## config.mk

```make
export PLATFORM = sky130hd
export DESIGN_NAME = positional_list_store
export DESIGN_NICKNAME = d
export VERILOG_FILES = /design/src/rtl/pls_pkg.sv /design/src/rtl/pls_mem.sv /design/src/rtl/pls_ctrl.sv /design/src/rtl/positional_list_store.sv
export SDC_FILE = /design/constraint.sdc
export NUM_CORES = 1
export LEC_CHECK = 0
export BUFFER_PORTS_ARGS = -buffer_cell sky130_fd_sc_hd__buf_2
export CORE_ASPECT_RATIO = 0.75
export CORE_MARGIN = 5
export CORE_UTILIZATION = 40
export DETAILED_ROUTE_END_ITERATION = 16
export PLACE_DENSITY_LB_ADDON = 0.12
export SLEW_MARGIN = 40
export SYNTH_ARGS = -nofsm -noshare
export SYNTH_HDL_FRONTEND = slang
export SYNTH_HIERARCHICAL = 1
export SYNTH_SLANG_ARGS = --single-unit
```

## constraint.sdc

```tcl
create_clock -name clk -period 5.6 [get_ports clk]
set_clock_uncertainty 0.1 [all_clocks]
set_input_delay 0.56 -clock clk [delete_from_list [all_inputs] [get_ports clk]]
set_output_delay 0.56 -clock clk [all_outputs]
set_load 0.05 [all_outputs]
```

## src/rtl/pls_pkg.sv

```systemverilog
// Package for the positional list store: request and result types, codes and sizes.
// Depends on nothing; pls_ctrl, positional_list_store and pls_checker use it.
`default_nettype none

package pls_pkg;

	localparam int CAPACITY_DEF    = 16;
	localparam int ENTRY_WIDTH_DEF = 32;
	localparam int POS_W           = 5;
	localparam int COUNT_W         = 5;
	localparam int DATA_W          = 32;

	typedef enum logic [1:0] {
		REQ_APPEND = 2'd0,
		REQ_INSERT = 2'd1,
		REQ_RM_LAST = 2'd2,
		REQ_RM_POS = 2'd3
	} req_code_t;

	typedef enum logic [1:0] {
		ST_OK = 2'd0,
		ST_BADPOS = 2'd1,
		ST_EMPTY = 2'd2,
		ST_FULL = 2'd3
	} status_t;

	typedef enum logic [2:0] {
		S_IDLE,
		S_EVAL,
		S_RD,
		S_WR,
		S_DONE
	} state_t;

	typedef struct packed {
		req_code_t           req_type;
		logic [POS_W-1:0]    position;
		logic [DATA_W-1:0]   entry_data;
	} req_t;

	typedef struct packed {
		status_t             status;
		logic [COUNT_W-1:0]  entry_count;
	} rsp_t;

endpackage

`default_nettype wire

```

## src/rtl/pls_mem.sv

```systemverilog
// Entry store of the positional list: one write port and one read port with registered data.
// Depends on nothing outside this file.
`default_nettype none

module pls_mem #(
	parameter int DEPTH = 16,
	parameter int WIDTH = 32,
	localparam int AW = (DEPTH > 1) ? $clog2(DEPTH) : 1
) (
	input  wire logic             clk,
	input  wire logic             we,
	input  wire logic [AW-1:0]    waddr,
	input  wire logic [WIDTH-1:0] wdata,
	input  wire logic [AW-1:0]    raddr,
	output logic      [WIDTH-1:0] rdata
);

	logic [WIDTH-1:0] mem_q [DEPTH];

	always_ff @(posedge clk) begin
		if (we) begin
			mem_q[waddr] <= wdata;
		end
	end

	always_ff @(posedge clk) begin
		rdata <= mem_q[raddr];
	end

endmodule

`default_nettype wire

```

## src/rtl/pls_ctrl.sv

```systemverilog
// Sequencer of the positional list store: checks a request, then shifts entries one
// at a time through the entry store with a shared increment/decrement unit.
// Depends on pls_pkg.
`default_nettype none

module pls_ctrl #(
	parameter int CAPACITY = pls_pkg::CAPACITY_DEF,
	parameter int ENTRY_WIDTH = pls_pkg::ENTRY_WIDTH_DEF,
	localparam int AW = (CAPACITY > 1) ? $clog2(CAPACITY) : 1
) (
	input  wire logic                   clk,
	input  wire logic                   arst_n,
	input  wire logic                   start,
	input  wire pls_pkg::req_t          request,
	output logic                        busy,
	output logic                        done,
	output pls_pkg::rsp_t               result,
	output logic                        mem_we,
	output logic      [AW-1:0]          mem_waddr,
	output logic      [ENTRY_WIDTH-1:0] mem_wdata,
	output logic      [AW-1:0]          mem_raddr,
	input  wire logic [ENTRY_WIDTH-1:0] mem_rdata
);

	localparam int CNT_W = $clog2(CAPACITY + 1);
	localparam int CMP_W = (CNT_W > pls_pkg::POS_W) ? CNT_W : pls_pkg::POS_W;

	pls_pkg::state_t          state_q, state_d;
	pls_pkg::req_code_t       op_q;
	logic [pls_pkg::POS_W-1:0] pos_q;
	logic [ENTRY_WIDTH-1:0]   data_q;
	pls_pkg::status_t         status_q, eval_status;
	logic [CNT_W-1:0]         count_q, idx_q, lim_q;
	logic [CNT_W-1:0]         eval_idx, eval_lim;
	logic                     eval_shift;
	logic                     done_q;
	pls_pkg::rsp_t            rsp_q;

	// Shared step unit: one increment or decrement of the selected operand.
	logic [CNT_W-1:0]         opa, sum;
	logic                     down;
	logic                     is_ins;

	assign sum    = down ? (opa - CNT_W'(1)) : (opa + CNT_W'(1));
	assign is_ins = (op_q == pls_pkg::REQ_APPEND) || (op_q == pls_pkg::REQ_INSERT);

	// Request checks, made in the evaluation cycle while the unit forms count - 1.
	always_comb begin
		logic [CMP_W-1:0] pos_x, cnt_x;
		logic             pos_gt, pos_eq, cnt_zero, cnt_full;
		pos_x    = CMP_W'(pos_q);
		cnt_x    = CMP_W'(count_q);
		pos_gt   = pos_x > cnt_x;
		pos_eq   = pos_x == cnt_x;
		cnt_zero = count_q == '0;
		cnt_full = count_q == CNT_W'(CAPACITY);
		eval_status = pls_pkg::ST_OK;
		eval_idx    = count_q;
		eval_lim    = count_q;
		unique case (op_q)
			pls_pkg::REQ_APPEND: begin
				if (cnt_full) begin
					eval_status = pls_pkg::ST_FULL;
				end
			end
			pls_pkg::REQ_INSERT: begin
				eval_lim = CNT_W'(pos_q);
				priority if (pos_gt) begin
					eval_status = pls_pkg::ST_BADPOS;
				end else if (cnt_full) begin
					eval_status = pls_pkg::ST_FULL;
				end
			end
			pls_pkg::REQ_RM_LAST: begin
				eval_idx = sum;
				eval_lim = sum;
				if (cnt_zero) begin
					eval_status = pls_pkg::ST_EMPTY;
				end
			end
			pls_pkg::REQ_RM_POS: begin
				eval_idx = CNT_W'(pos_q);
				eval_lim = sum;
				priority if (pos_gt) begin
					eval_status = pls_pkg::ST_BADPOS;
				end else if (cnt_zero) begin
					eval_status = pls_pkg::ST_EMPTY;
				end else if (pos_eq) begin
					eval_status = pls_pkg::ST_BADPOS;
				end
			end
			default: begin
				eval_status = pls_pkg::ST_OK;
			end
		endcase
		eval_shift = (eval_status == pls_pkg::ST_OK) && (eval_idx != eval_lim);
	end

	always_comb begin
		state_d   = state_q;
		opa       = count_q;
		down      = 1'b0;
		mem_we    = 1'b0;
		mem_waddr = idx_q[AW-1:0];
		mem_wdata = mem_rdata;
		mem_raddr = sum[AW-1:0];
		unique case (state_q)
			pls_pkg::S_IDLE: begin
				if (start) begin
					state_d = pls_pkg::S_EVAL;
				end
			end
			pls_pkg::S_EVAL: begin
				down    = 1'b1;
				state_d = eval_shift ? pls_pkg::S_RD : pls_pkg::S_DONE;
			end
			pls_pkg::S_RD: begin
				opa     = idx_q;
				down    = is_ins;
				state_d = pls_pkg::S_WR;
			end
			pls_pkg::S_WR: begin
				opa     = idx_q;
				down    = is_ins;
				mem_we  = 1'b1;
				state_d = (sum != lim_q) ? pls_pkg::S_RD : pls_pkg::S_DONE;
			end
			pls_pkg::S_DONE: begin
				down      = !is_ins;
				mem_we    = is_ins && (status_q == pls_pkg::ST_OK);
				mem_waddr = lim_q[AW-1:0];
				mem_wdata = data_q;
				state_d   = pls_pkg::S_IDLE;
			end
			default: begin
				state_d = pls_pkg::S_IDLE;
			end
		endcase
	end

	always_ff @(posedge clk or negedge arst_n) begin
		if (!arst_n) begin
			state_q <= pls_pkg::S_IDLE;
			count_q <= '0;
			done_q  <= 1'b0;
		end else begin
			state_q <= state_d;
			done_q  <= state_q == pls_pkg::S_DONE;
			if ((state_q == pls_pkg::S_DONE) && (status_q == pls_pkg::ST_OK)) begin
				count_q <= sum;
			end
		end
	end

	always_ff @(posedge clk) begin
		unique case (state_q)
			pls_pkg::S_IDLE: begin
				op_q   <= request.req_type;
				pos_q  <= request.position;
				data_q <= ENTRY_WIDTH'(request.entry_data);
			end
			pls_pkg::S_EVAL: begin
				status_q <= eval_status;
				idx_q    <= eval_idx;
				lim_q    <= eval_lim;
			end
			pls_pkg::S_WR: begin
				idx_q <= sum;
			end
			pls_pkg::S_DONE: begin
				rsp_q.status      <= status_q;
				rsp_q.entry_count <= (status_q == pls_pkg::ST_OK) ?
					pls_pkg::COUNT_W'(sum) : pls_pkg::COUNT_W'(count_q);
			end
			default: begin
				idx_q <= idx_q;
			end
		endcase
	end

	assign busy   = state_q != pls_pkg::S_IDLE;
	assign done   = done_q;
	assign result = rsp_q;

endmodule

`default_nettype wire

```

## src/rtl/positional_list_store.sv

```systemverilog
// Positional list store: one request at a time. An accepted request passes through the
// evaluation state, a read state and a write state for each shifted entry (0 to CAPACITY-1
// of them) and the final state; done and the result are registered from the final state.
// No new request is taken while busy. The step unit and the registered read of the entry
// store serve one move at a time. A request may be accepted in the cycle that carries the
// previous result. Reset clears the entry count and the sequencer only.
`default_nettype none

module positional_list_store #(
	parameter int CAPACITY = pls_pkg::CAPACITY_DEF,
	parameter int ENTRY_WIDTH = pls_pkg::ENTRY_WIDTH_DEF
) (
	input  wire logic          clk,
	input  wire logic          arst_n,
	input  wire logic          start,
	input  wire pls_pkg::req_t request,
	output logic               busy,
	output logic               done,
	output pls_pkg::rsp_t      result
);

	localparam int AW = (CAPACITY > 1) ? $clog2(CAPACITY) : 1;

	// The sequencer drives the entry store directly. An insert walks from the tail down
	// to the target position, moving each entry one cell up; a removal walks from the
	// target position up to the tail, moving each entry one cell down. The new entry of
	// an insert or append is written in the final cycle, when the count is updated.
	logic                   mem_we;
	logic [AW-1:0]          mem_waddr;
	logic [ENTRY_WIDTH-1:0] mem_wdata;
	logic [AW-1:0]          mem_raddr;
	logic [ENTRY_WIDTH-1:0] mem_rdata;

	pls_ctrl #(
		.CAPACITY(CAPACITY),
		.ENTRY_WIDTH(ENTRY_WIDTH)
	) u_ctrl (
		.clk(clk),
		.arst_n(arst_n),
		.start(start),
		.request(request),
		.busy(busy),
		.done(done),
		.result(result),
		.mem_we(mem_we),
		.mem_waddr(mem_waddr),
		.mem_wdata(mem_wdata),
		.mem_raddr(mem_raddr),
		.mem_rdata(mem_rdata)
	);

	// Entry cells; only cells below the count are ever read back in a meaningful way.
	pls_mem #(
		.DEPTH(CAPACITY),
		.WIDTH(ENTRY_WIDTH)
	) u_mem (
		.clk(clk),
		.we(mem_we),
		.waddr(mem_waddr),
		.wdata(mem_wdata),
		.raddr(mem_raddr),
		.rdata(mem_rdata)
	);

endmodule

`default_nettype wire

```

# Yosys cells after proc, flatten, opt, wreduce, memory -nomap -nowiden
# Cells that the tools add are included.
dict set report word_totals {
  mem_bits_ro 0
  n_memories 0
  reg_bits 35
  ram_bits 0
  input_bits 42
  out_inout_bits 9
  word_cells 56
  latchBits 0
}
dict set report classes {
  shifts 0
  add_sub_neg 2
  div_mod_pow 0
  mux 18
  bitwise 0
  n_mul 0
  n_lt_le_gt_ge 1
  reduce_logical 13
  n_eq_ne 12
}
# cell count
set ops {}
lappend ops {{5-bit case mux with 2 select lines} 3}
lappend ops {{5-bit 2-to-1 mux} 3}
lappend ops {{3-bit case mux with 4 select lines} 1}
lappend ops {{2-bit 2-to-1 mux} 5}
lappend ops {{5-bit != test} 2}
lappend ops {{3-bit 2-to-1 mux} 3}
lappend ops {{2-bit case mux with 4 select lines} 1}
lappend ops {{3-bit by 2-bit equality test with 1-bit output, second input constant} 2}
lappend ops {{2-bit zero test} 3}
lappend ops {{5-bit by 1-bit adder with 5-bit output, second input constant} 1}
lappend ops {{5-bit equality test} 1}
lappend ops {{5-bit equality test, second input constant} 1}
lappend ops {{5-bit greater-than comparator} 1}
lappend ops {{5-bit zero test} 1}
lappend ops {{5-bit by 1-bit subtractor with 5-bit output, second input constant} 1}
lappend ops {{2-bit equality test, second input constant} 2}
lappend ops {{2-bit OR reduction} 2}
lappend ops {{3-bit by 1-bit equality test with 1-bit output, second input constant} 1}
lappend ops {{3-bit equality test, second input constant} 1}
lappend ops {{3-bit zero test} 1}
lappend ops {{1-bit case mux with 3 select lines} 1}
lappend ops {{3-bit nonzero test} 1}
lappend ops {{2-bit by 1-bit equality test with 1-bit output, second input constant} 1}
lappend ops {{1-bit logical AND} 2}
lappend ops {{other kinds (5)} 5}

# Logic depth before layout (Yosys ltp)
# Gate-level depths: netlist (run 1).
dict set report logic_depth {
  ltp_word 10
  mapped_depth 14
  depth_no_buf 13
}

# Cells and area by module
# The synthesis (run 1) kept the hierarchy.
# mod cells_per_inst seq_area_each_um2 n_inst area_per_inst_um2
set modules_own_cells {}
lappend modules_own_cells {pls_mem 838 16015.4 1 19854.0}
lappend modules_own_cells {pls_ctrl 287 1966.9 1 3532.1}

# Worst setup path before layout (run 1)
# No wires, ideal clock.
dict set report synth_path {
  path_type {register to register}
  startpoint {reg u_ctrl.state_q[2]}
  endpoint {reg u_mem/mem_q[0][0] (netlist name)}
  required_ns 5.039
  synth_period_minus_slack_ns 5.061
  path_buffers 2
  stages_incl_launch_ff 7
  t_arrival_ns 4.500
  setup_time_ns 0.461
  setup_slack_ns 0.539
  cell_sequence {dfrtp_1 -> nor3b_2 -> clkbuf_1 -> buf_2 -> mux2_2 -> or3b_2 -> nor3_1}
}
# item line_no
set synth_rtl {}
lappend synth_rtl {{start: declaration} pls_ctrl.sv:28} ;# pls_pkg::state_t state_q, state_d;
lappend synth_rtl {{start signal: assignment} pls_ctrl.sv:143} ;# state_q <= pls_pkg::S_IDLE;
lappend synth_rtl {{start signal: assignment} pls_ctrl.sv:147} ;# state_q <= state_d;

# Worst setup path after layout (run 1)
dict set report layout_path {
  startpoint {reg u_ctrl.op_q[1]}
  endpoint {reg u_ctrl.state_q[1]}
}
dict set report layout_via {
  elab_chain_len 10
  elab_cells_between_ends 19
  classes_between {5 x eq/ne; 8 x mux; 6 x reduce/logical}
}
# item line_no
set layout_lines {}
lappend layout_lines {{start: declaration} pls_ctrl.sv:29} ;# pls_pkg::req_code_t op_q;
lappend layout_lines {{start signal: assignment} pls_ctrl.sv:158} ;# op_q <= request.req_type;
lappend layout_lines {{2-bit by 1-bit equality test with 1-bit output or 2-bit zero test (tied branches)} {pls_ctrl.sv:45, pls_ctrl.sv:60}}
lappend layout_lines {{1-bit logical OR} pls_ctrl.sv:45} ;# assign is_ins = (op_q == pls_pkg::REQ_APPEND) || (op_q == pls_pkg::REQ_INSERT);
lappend layout_lines {{1-bit zero test} pls_ctrl.sv:129} ;# down = !is_ins;
lappend layout_lines {{1-bit case mux with 3 select lines} pls_ctrl.sv:107} ;# unique case (state_q)
lappend layout_lines {{5-bit 2-to-1 mux} pls_ctrl.sv:44} ;# assign sum = down ? (opa - CNT_W'(1)) : (opa + CNT_W'(1));
lappend layout_lines {{5-bit case mux with 2 select lines} pls_ctrl.sv:60} ;# unique case (op_q)
lappend layout_lines {{5-bit != test} pls_ctrl.sv:96} ;# eval_shift = (eval_status == pls_pkg::ST_OK) && (eval_idx != eval_lim);
lappend layout_lines {{1-bit logical AND} pls_ctrl.sv:96}
lappend layout_lines {{3-bit 2-to-1 mux} pls_ctrl.sv:115} ;# state_d = eval_shift ? pls_pkg::S_RD : pls_pkg::S_DONE;
lappend layout_lines {{3-bit case mux with 4 select lines *} pls_ctrl.sv:107}
# Mark *: on every way between the ends. The rest lies on a longest branch, timed or not.
# A chain may end at the register's enable or synchronous reset.

==> results.md, run 1 <==
- Max transition margin: 48.86%
- First drt pass iteration count: 5
- Post-placement worst setup slack: 1.826 ns
- Worst setup SP type: flip-flop
- Deepest level of the CTS H-tree: 2
- Initial Util: 42.21%
- Root buf cell: clkbuf_8
- Port bufs: 18
- Antenna violations before repair: 0
- Max FO, Critical Path: 27
- Post-synth design cell area: 2115 um2
- Final HPWL DP: 3577 um
- Endpoint type of the worst setup path: flip-flop
- Achievable clock frequency: 0.2649 GHz
- Antenna violation net count after detailed routing: 0
- TritonCTS clock tree: built
- Final-report setup violation count: 0
- Cts hold-fix bufs: 0
- Buffers inserted by post-CTS timing repair: 0
- Die boundary width: 93.96 um
- Final Hold Violating Endpoints: 0
- Placeable core region: 5010 um2
- Result of the run: completed
- Final min period: 3.775 ns
- Core Rows: 22
- Slew at the pin with the worst max-slew slack: 0.7655 ns
- Total CTS buffers: 5
- Final-layout setup total negative slack: 0 ns
- Congestion Overflow GR: 0
- Area growth from synthesis to layout: 11.01%
- Height of the die: 72.97 um
- Routability-driven placement congestion ratio: 0.8378
- Total wire length after detailed routing: 4672 um
- Worst IR Drop VDD: 0.0002731 V
- Fraction of the cycle the final worst path needs: 67.41%
- CTS-repair resized insts: 0
- Final-stage net count: 276
- Total count of max-transition violations in the final report: 0
- Pin count of the biggest net entering global routing: 28
- Area of all placed cells without fillers: 2347 um2
- Register clock-pin slew on the reported worst setup and hold paths: 0.08 ns
- Diode count: 0
- Yosys warnings: 6
- Iteration-0 DRC Markers: 179
- Crit path setup slack, layout: 1.825 ns
- Mapped Cells: 210
- Vias in the first global route: 1,458
- Post-synthesis area per instance: 10.07 um2
- Total die area: 6855 um2
- Post-Syn Nets: 261
- RSZ-0062 raised after global routing: no
- Power per cell area: 810.9 nW/um2
- Vias: 1,547
- Leak: 0.9575 nW
- First-pass GRT wire length: 7659 um
- Skew-Pair Late Insertion Delay: 0.30 ns
- Fraction of layout instances using a drive strength above 1: 17.26%
- Top-level port count: 51
- Via count normalized by instance count: 5.191
- Req. time, crit path: 5.68 ns
- Maximum clock path buffer count: 2
- Hold/Removal Path Class: input pin to async pin
- Placed inst area: 2258 um2
- GR Util All Layers: 14.94%
- Detailed-route DRC error count: 0
- Type of the setup path with the least slack: flip-flop to flip-flop
- CTS Sinks: 35
- Critical path arrival: 3.85 ns
- Average wire per cell in the routed design: 15.68 um
- Max-capacitance violation count: 0
[metrics by stage]
step	cells	hold WS [ns]	util [%]	total power, mW
after CTS	298	0.003209	46.85	1.913
after detailed placement	290	0.3239	45.08	1.721
after floorplan	210	0.1644	-	1.442
after global routing	298	0.01263	46.85	2.067
after global placement	290	0.3209	45.08	1.717
final	298	0.004655	46.85	1.903
[per-layer routing]
| metal | GRT usage (%) | wire [um] | up-vias |
|---|---|---|---|
| met3 | 3.505 | 348 | 9 |
| met4 | 5.288 | 72 | 0 |
| li1 | - | - | 778 |
| met2 | 20.69 | 1873 | 56 |
| met5 | 0 | 0 | - |
| met1 | 22.55 | 2377 | 704 |
[final cells by class]
class,count,area [um2]
Multi-Input combinational cell,148,1001
Sequential cell,35,1006
Fill cell,490,2663
Inverter,15,56.30
Clock inverter,3,20.02
Timing Repair Buffer,20,105.1
Clock buffer,5,68.82
Tap cell,72,90.09
[cells in the final DEF, fill, tap and decap left out, types with 3 or more instances in the layout]
cell type and instances:
nand2_1 28, edfxtp_1 26, buf_2 18, dfrtp_1 9
and2_1 3, clkbuf_8 5, a21oi_1 13, xnor2_1 7
nor2b_1 3, a31oi_1 4, nand3_1 3, mux2i_1 5
o21ai_0 20, inv_1 12, nor2_1 12, inv_2 3
ha_1 8, xor2_1 5, and3_1 3
[report_power, final]
part,switching [mW],internal [mW]
clock network,0.101,0.0866
registers,0.0986,0.437
logic,0.721,0.459
total,0.921,0.983
[registers in the layout, indices dropped and copies added, names as in the netlist]
signal           flops
u_ctrl/idx_q         5
u_ctrl/pos_q         5
u_ctrl/lim_q         5
u_ctrl/done          1
u_ctrl/state_q       3
u_ctrl/count_q       5
u_ctrl/status_q      2
u_ctrl/op_q          2
u_ctrl/result        7
[worst paths after layout]
kind	end	cells past startpoint	startpoint	slack [ns]
worst max-delay path	u_ctrl/state_q[1]	13	u_ctrl/op_q[1]	1.83
worst min register to register	u_ctrl/result[6]	0	u_ctrl/status_q[1]	0.39
worst max register to register	u_ctrl/state_q[1]	13	u_ctrl/op_q[1]	1.83
max in group asynchronous	u_ctrl/count_q[1]	1	arst_n	5.21
worst min-delay path	u_ctrl/count_q[0]	1	arst_n	0.005
min in group clk	u_ctrl/pos_q[3]	1	request[35]	0.33
[critical path: stages (launching register included)]
cell and delay (ns):
edfxtp_1 0.33, buf_4 0.27, inv_2 0.10, mux2i_1 0.17, a2bb2oi_2 0.30, inv_1 0.14
ha_1 0.41, or2b_1 0.25, a21oi_1 0.18, xor2_1 0.13, xnor2_1 0.58, mux2i_1 0.30
nand3_1 0.09, a32o_1 0.29
No activity file was read; power rests on OpenSTA's default activity.
==> inputs of run 2 (changes only) <==
==> constraint.sdc (replaced) <==
create_clock -name clk -period 3.52 [get_ports clk]
set_clock_uncertainty 0.1 [all_clocks]
set_input_delay 0.352 -clock clk [delete_from_list [all_inputs] [get_ports clk]]
set_output_delay 0.352 -clock clk [all_outputs]
set_load 0.05 [all_outputs]
==> run 2 against run 1 <==
Compared with the run above:
- critical path depth is 1 higher
- largest power group unchanged
- sequential cell count unchanged
- worst hold slack improved by 0.13 ns
- combinational power rose by 83%
- critical endpoint unchanged
- sequential power is 56% higher
- via count is 7.2% higher
- wire length grew 7.5%
- final cell count is 4.7% higher
- first-iteration DRC count down 6.1%
- largest cell class unchanged
==> results.md, run 2 (synthesis results as in run 1) <==
- Result of the run: completed (unchanged)
- Die boundary width: 93.96 um (unchanged)
- First-pass GRT wire length: 8211 um (was 7659 um)
- Fraction of the cycle the final worst path needs: 93.92% (was 67.41%)
- Total die area: 6855 um2 (unchanged)
- Switching Fraction: 45.15% (was 48.37%)
- Max FO, Critical Path: 8 (was 27)
- Area growth from synthesis to layout: 18.34% (was 11.01%)
- Diode count: 0 (unchanged)
- Worst hold margin: 0.1386 ns (was 0.004655 ns)
- Total wire length after detailed routing: 5023 um (was 4672 um)
- GR Util All Layers: 15.97% (was 14.94%)
- Via count normalized by instance count: 5.314 (was 5.191)
- Detailed-route DRC error count: 0 (unchanged)
- Fraction of layout instances using a drive strength above 1: 22.08% (was 17.26%)
- Cell count after placement: 300 (was 290)
- Startpoint of the most critical hold path: request[38]
- Total count of max-transition violations in the final report: 0 (unchanged)
- RSZ-0062 raised after global routing: no (unchanged)
- Core Rows: 22 (unchanged)
- Achievable clock frequency: 0.3025 GHz (was 0.2649 GHz)
- Endpoint type of the worst setup path: flip-flop (unchanged)
- Pin count of the biggest net entering global routing: 26 (was 28)
- Final min period: 3.306 ns (was 3.775 ns)
- Sequential group share of total power: 24.3% (was 28.1%)
- Max FFs per register: 7 (unchanged)
- Final HPWL DP: 3895 um (was 3577 um)
- Hold/Removal Path Class: input pin to flip-flop (was input pin to async pin)
- Port bufs: 18 (unchanged)
- TritonCTS clock tree: built (unchanged)
- Final Hold Violating Endpoints: 0 (unchanged)
- Post-layout instance count excluding filler cells: 312 (was 298)
- Root buf cell: clkbuf_8 (unchanged)
- Total CTS buffers: 5 (unchanged)
- Critical path arrival: 3.38 ns (was 3.85 ns)
- Worst IR Drop VDD: 0.0006482 V (was 0.0002731 V)
- Register clock-pin slew on the reported worst setup and hold paths: 0.07 ns (was 0.08 ns)
- Maximum clock path buffer count: 2 (unchanged)
- Pwr Total: 3.429 mW (was 1.903 mW)
- Leak: 1.050 nW (was 0.9575 nW)
- Deepest level of the CTS H-tree: 2 (unchanged)
- Final-report setup violation count: 0 (unchanged)
- Launch point of the worst reg-to-reg path: u_ctrl/state_q[1] (was u_ctrl/op_q[1])
- Final-stage net count: 290 (was 276)
- Startpoint of the most critical setup path: u_ctrl/state_q[1] (was u_ctrl/op_q[1])
- Req. time, crit path: 3.60 ns (was 5.68 ns)
- Vias in the first global route: 1,538 (was 1,458)
- Final-layout setup total negative slack: 0 ns (unchanged)
- Type of the setup path with the least slack: flip-flop to flip-flop (unchanged)
- Power dissipated by switching net loads: 1.548 mW (was 0.9207 mW)
- Slew at the pin with the worst max-slew slack: 0.5796 ns (was 0.7655 ns)
- Antenna violation net count after detailed routing: 0 (unchanged)
- Congestion Overflow GR: 0 (unchanged)
- Combinational group share of total power: 63.1% (was 62.0%)
- Power per cell area: 1370 nW/um2 (was 810.9 nW/um2)
- Internal Dissipation: 1.881 mW (was 0.9827 mW)
- Vias: 1,658 (was 1,547)
- Final Core Density: 49.95% (was 46.85%)
- First drt pass iteration count: 5 (unchanged)
- Routability-driven placement congestion ratio: 0.8915 (was 0.8378)
- Max transition margin: 61.36% (was 48.86%)
- Fill cell instance count of the final layout: 491 (was 490)
- Top-level port count: 51 (unchanged)
- Antenna violations before repair: 0 (unchanged)
- Skew-Pair Late Insertion Delay: 0.28 ns (was 0.30 ns)
- Height of the die: 72.97 um (unchanged)
- Fraction of power consumed by the clock network: 12.6% (was 9.9%)
- Max-capacitance violation count: 0 (unchanged)
- Top library cells by usage in the layout, fill and taps aside: 28 x nand2_1, 26 x edfxtp_1, 20 x o21ai_0 (unchanged)
- Placeable core region: 5010 um2 (unchanged)
- Most common cell after layout, fill and taps aside: nand2_1 (unchanged)
- Worst setup SP type: flip-flop (unchanged)
- CTS Sinks: 35 (unchanged)
- Initial Util: 42.21% (unchanged)
- Iteration-0 DRC Markers: 168 (was 179)
- Average wire per cell in the routed design: 16.10 um (was 15.68 um)
run 2: cell types whose count changed in the layout (fill, tap and decap cells not counted):
cell,delta
buf_4,+13
bufinv_16,+2
clkinvlp_4,-2
clkbuf_1,+1
clkinv_2,-1
dfrtp_1,-1
dfrtp_2,+1
dlygate4sd3_1,+1
nor2b_1,-1
nor2b_2,+1
run 2: metrics by stage:
step	worst slack (ns)	area, um2
floorplan	0.4592	2115
global placement	0.1734	2333
detailed placement	0.2005	2333
CTS	0.1786	2476
global route	0.04197	2502
finish	0.2138	2502
run 2: worst paths after layout:
| kind | end | slack (ns) | cells after the start |
|---|---|---|---|
| setup / recovery | u_ctrl/state_q[1] | 0.21 | 14 |
| hold / removal | u_ctrl/op_q[1] | 0.14 | 1 |
| setup reg to reg | u_ctrl/state_q[1] | 0.21 | 14 |
| hold reg to reg | u_ctrl/result[5] | 0.37 | 0 |
| max in group asynchronous | u_ctrl/state_q[1] | 2.76 | 2 |
| min in group asynchronous | u_ctrl/state_q[0] | 0.35 | 2 |
run 2: critical path: stages, from the launching register on:
cell and delay, ns:
dfrtp_2 0.48, nor2b_4 0.18, buf_4 0.17, o21ai_2 0.14, inv_2 0.08, fa_1 0.45, buf_4 0.16, xor2_2 0.18
inv_2 0.11, nand2_1 0.07, a21boi_1 0.14, xnor2_1 0.13, o31ai_1 0.39, nand3_1 0.15, a32o_1 0.27
run 2: power groups by stage:
stage               registers, mW  logic [mW]  clock network (mW)
floorplan                   0.830        1.46                   0
global placement            0.835        2.10                   0
detailed placement          0.840        2.12                   0
CTS                         0.830        2.12               0.441
global route                0.857        2.39               0.456
finish                      0.834        2.16               0.431
run 2: final cells by class:
class | instances | area (um2) | area share [%]
Clock buffer | 6 | 72.57 | 2.900
Clock inverter | 2 | 60.06 | 2.400
Inverter | 15 | 56.30 | 2.250
Multi-Input combinational cell | 148 | 1003 | 40.10
Sequential cell | 35 | 1007 | 40.25
Tap cell | 72 | 90.09 | 3.600
Timing Repair Buffer | 34 | 212.7 | 8.500
run 2: layer usage:
metal | routed length, um | vias to the layer above | share of wire [%] | track usage [%]
met2 | 2108 | 52 | 42 | 22.82
met3 | 344 | 5 | 6.8 | 4.021
met1 | 2534 | 801 | 50 | 24.29
met4 | 36 | 0 | 0.72 | 3.365
met5 | 0 | - | 0 | 0
li1 | - | 800 | - | -
run 2: repair_timing:
action	4_1_cts	5_1_grt
resized for setup	0	1
endpoints found under the hold margin	9	0
setup endpoints to repair	0	2
buffers inserted	0	3
hold buffers	1	0
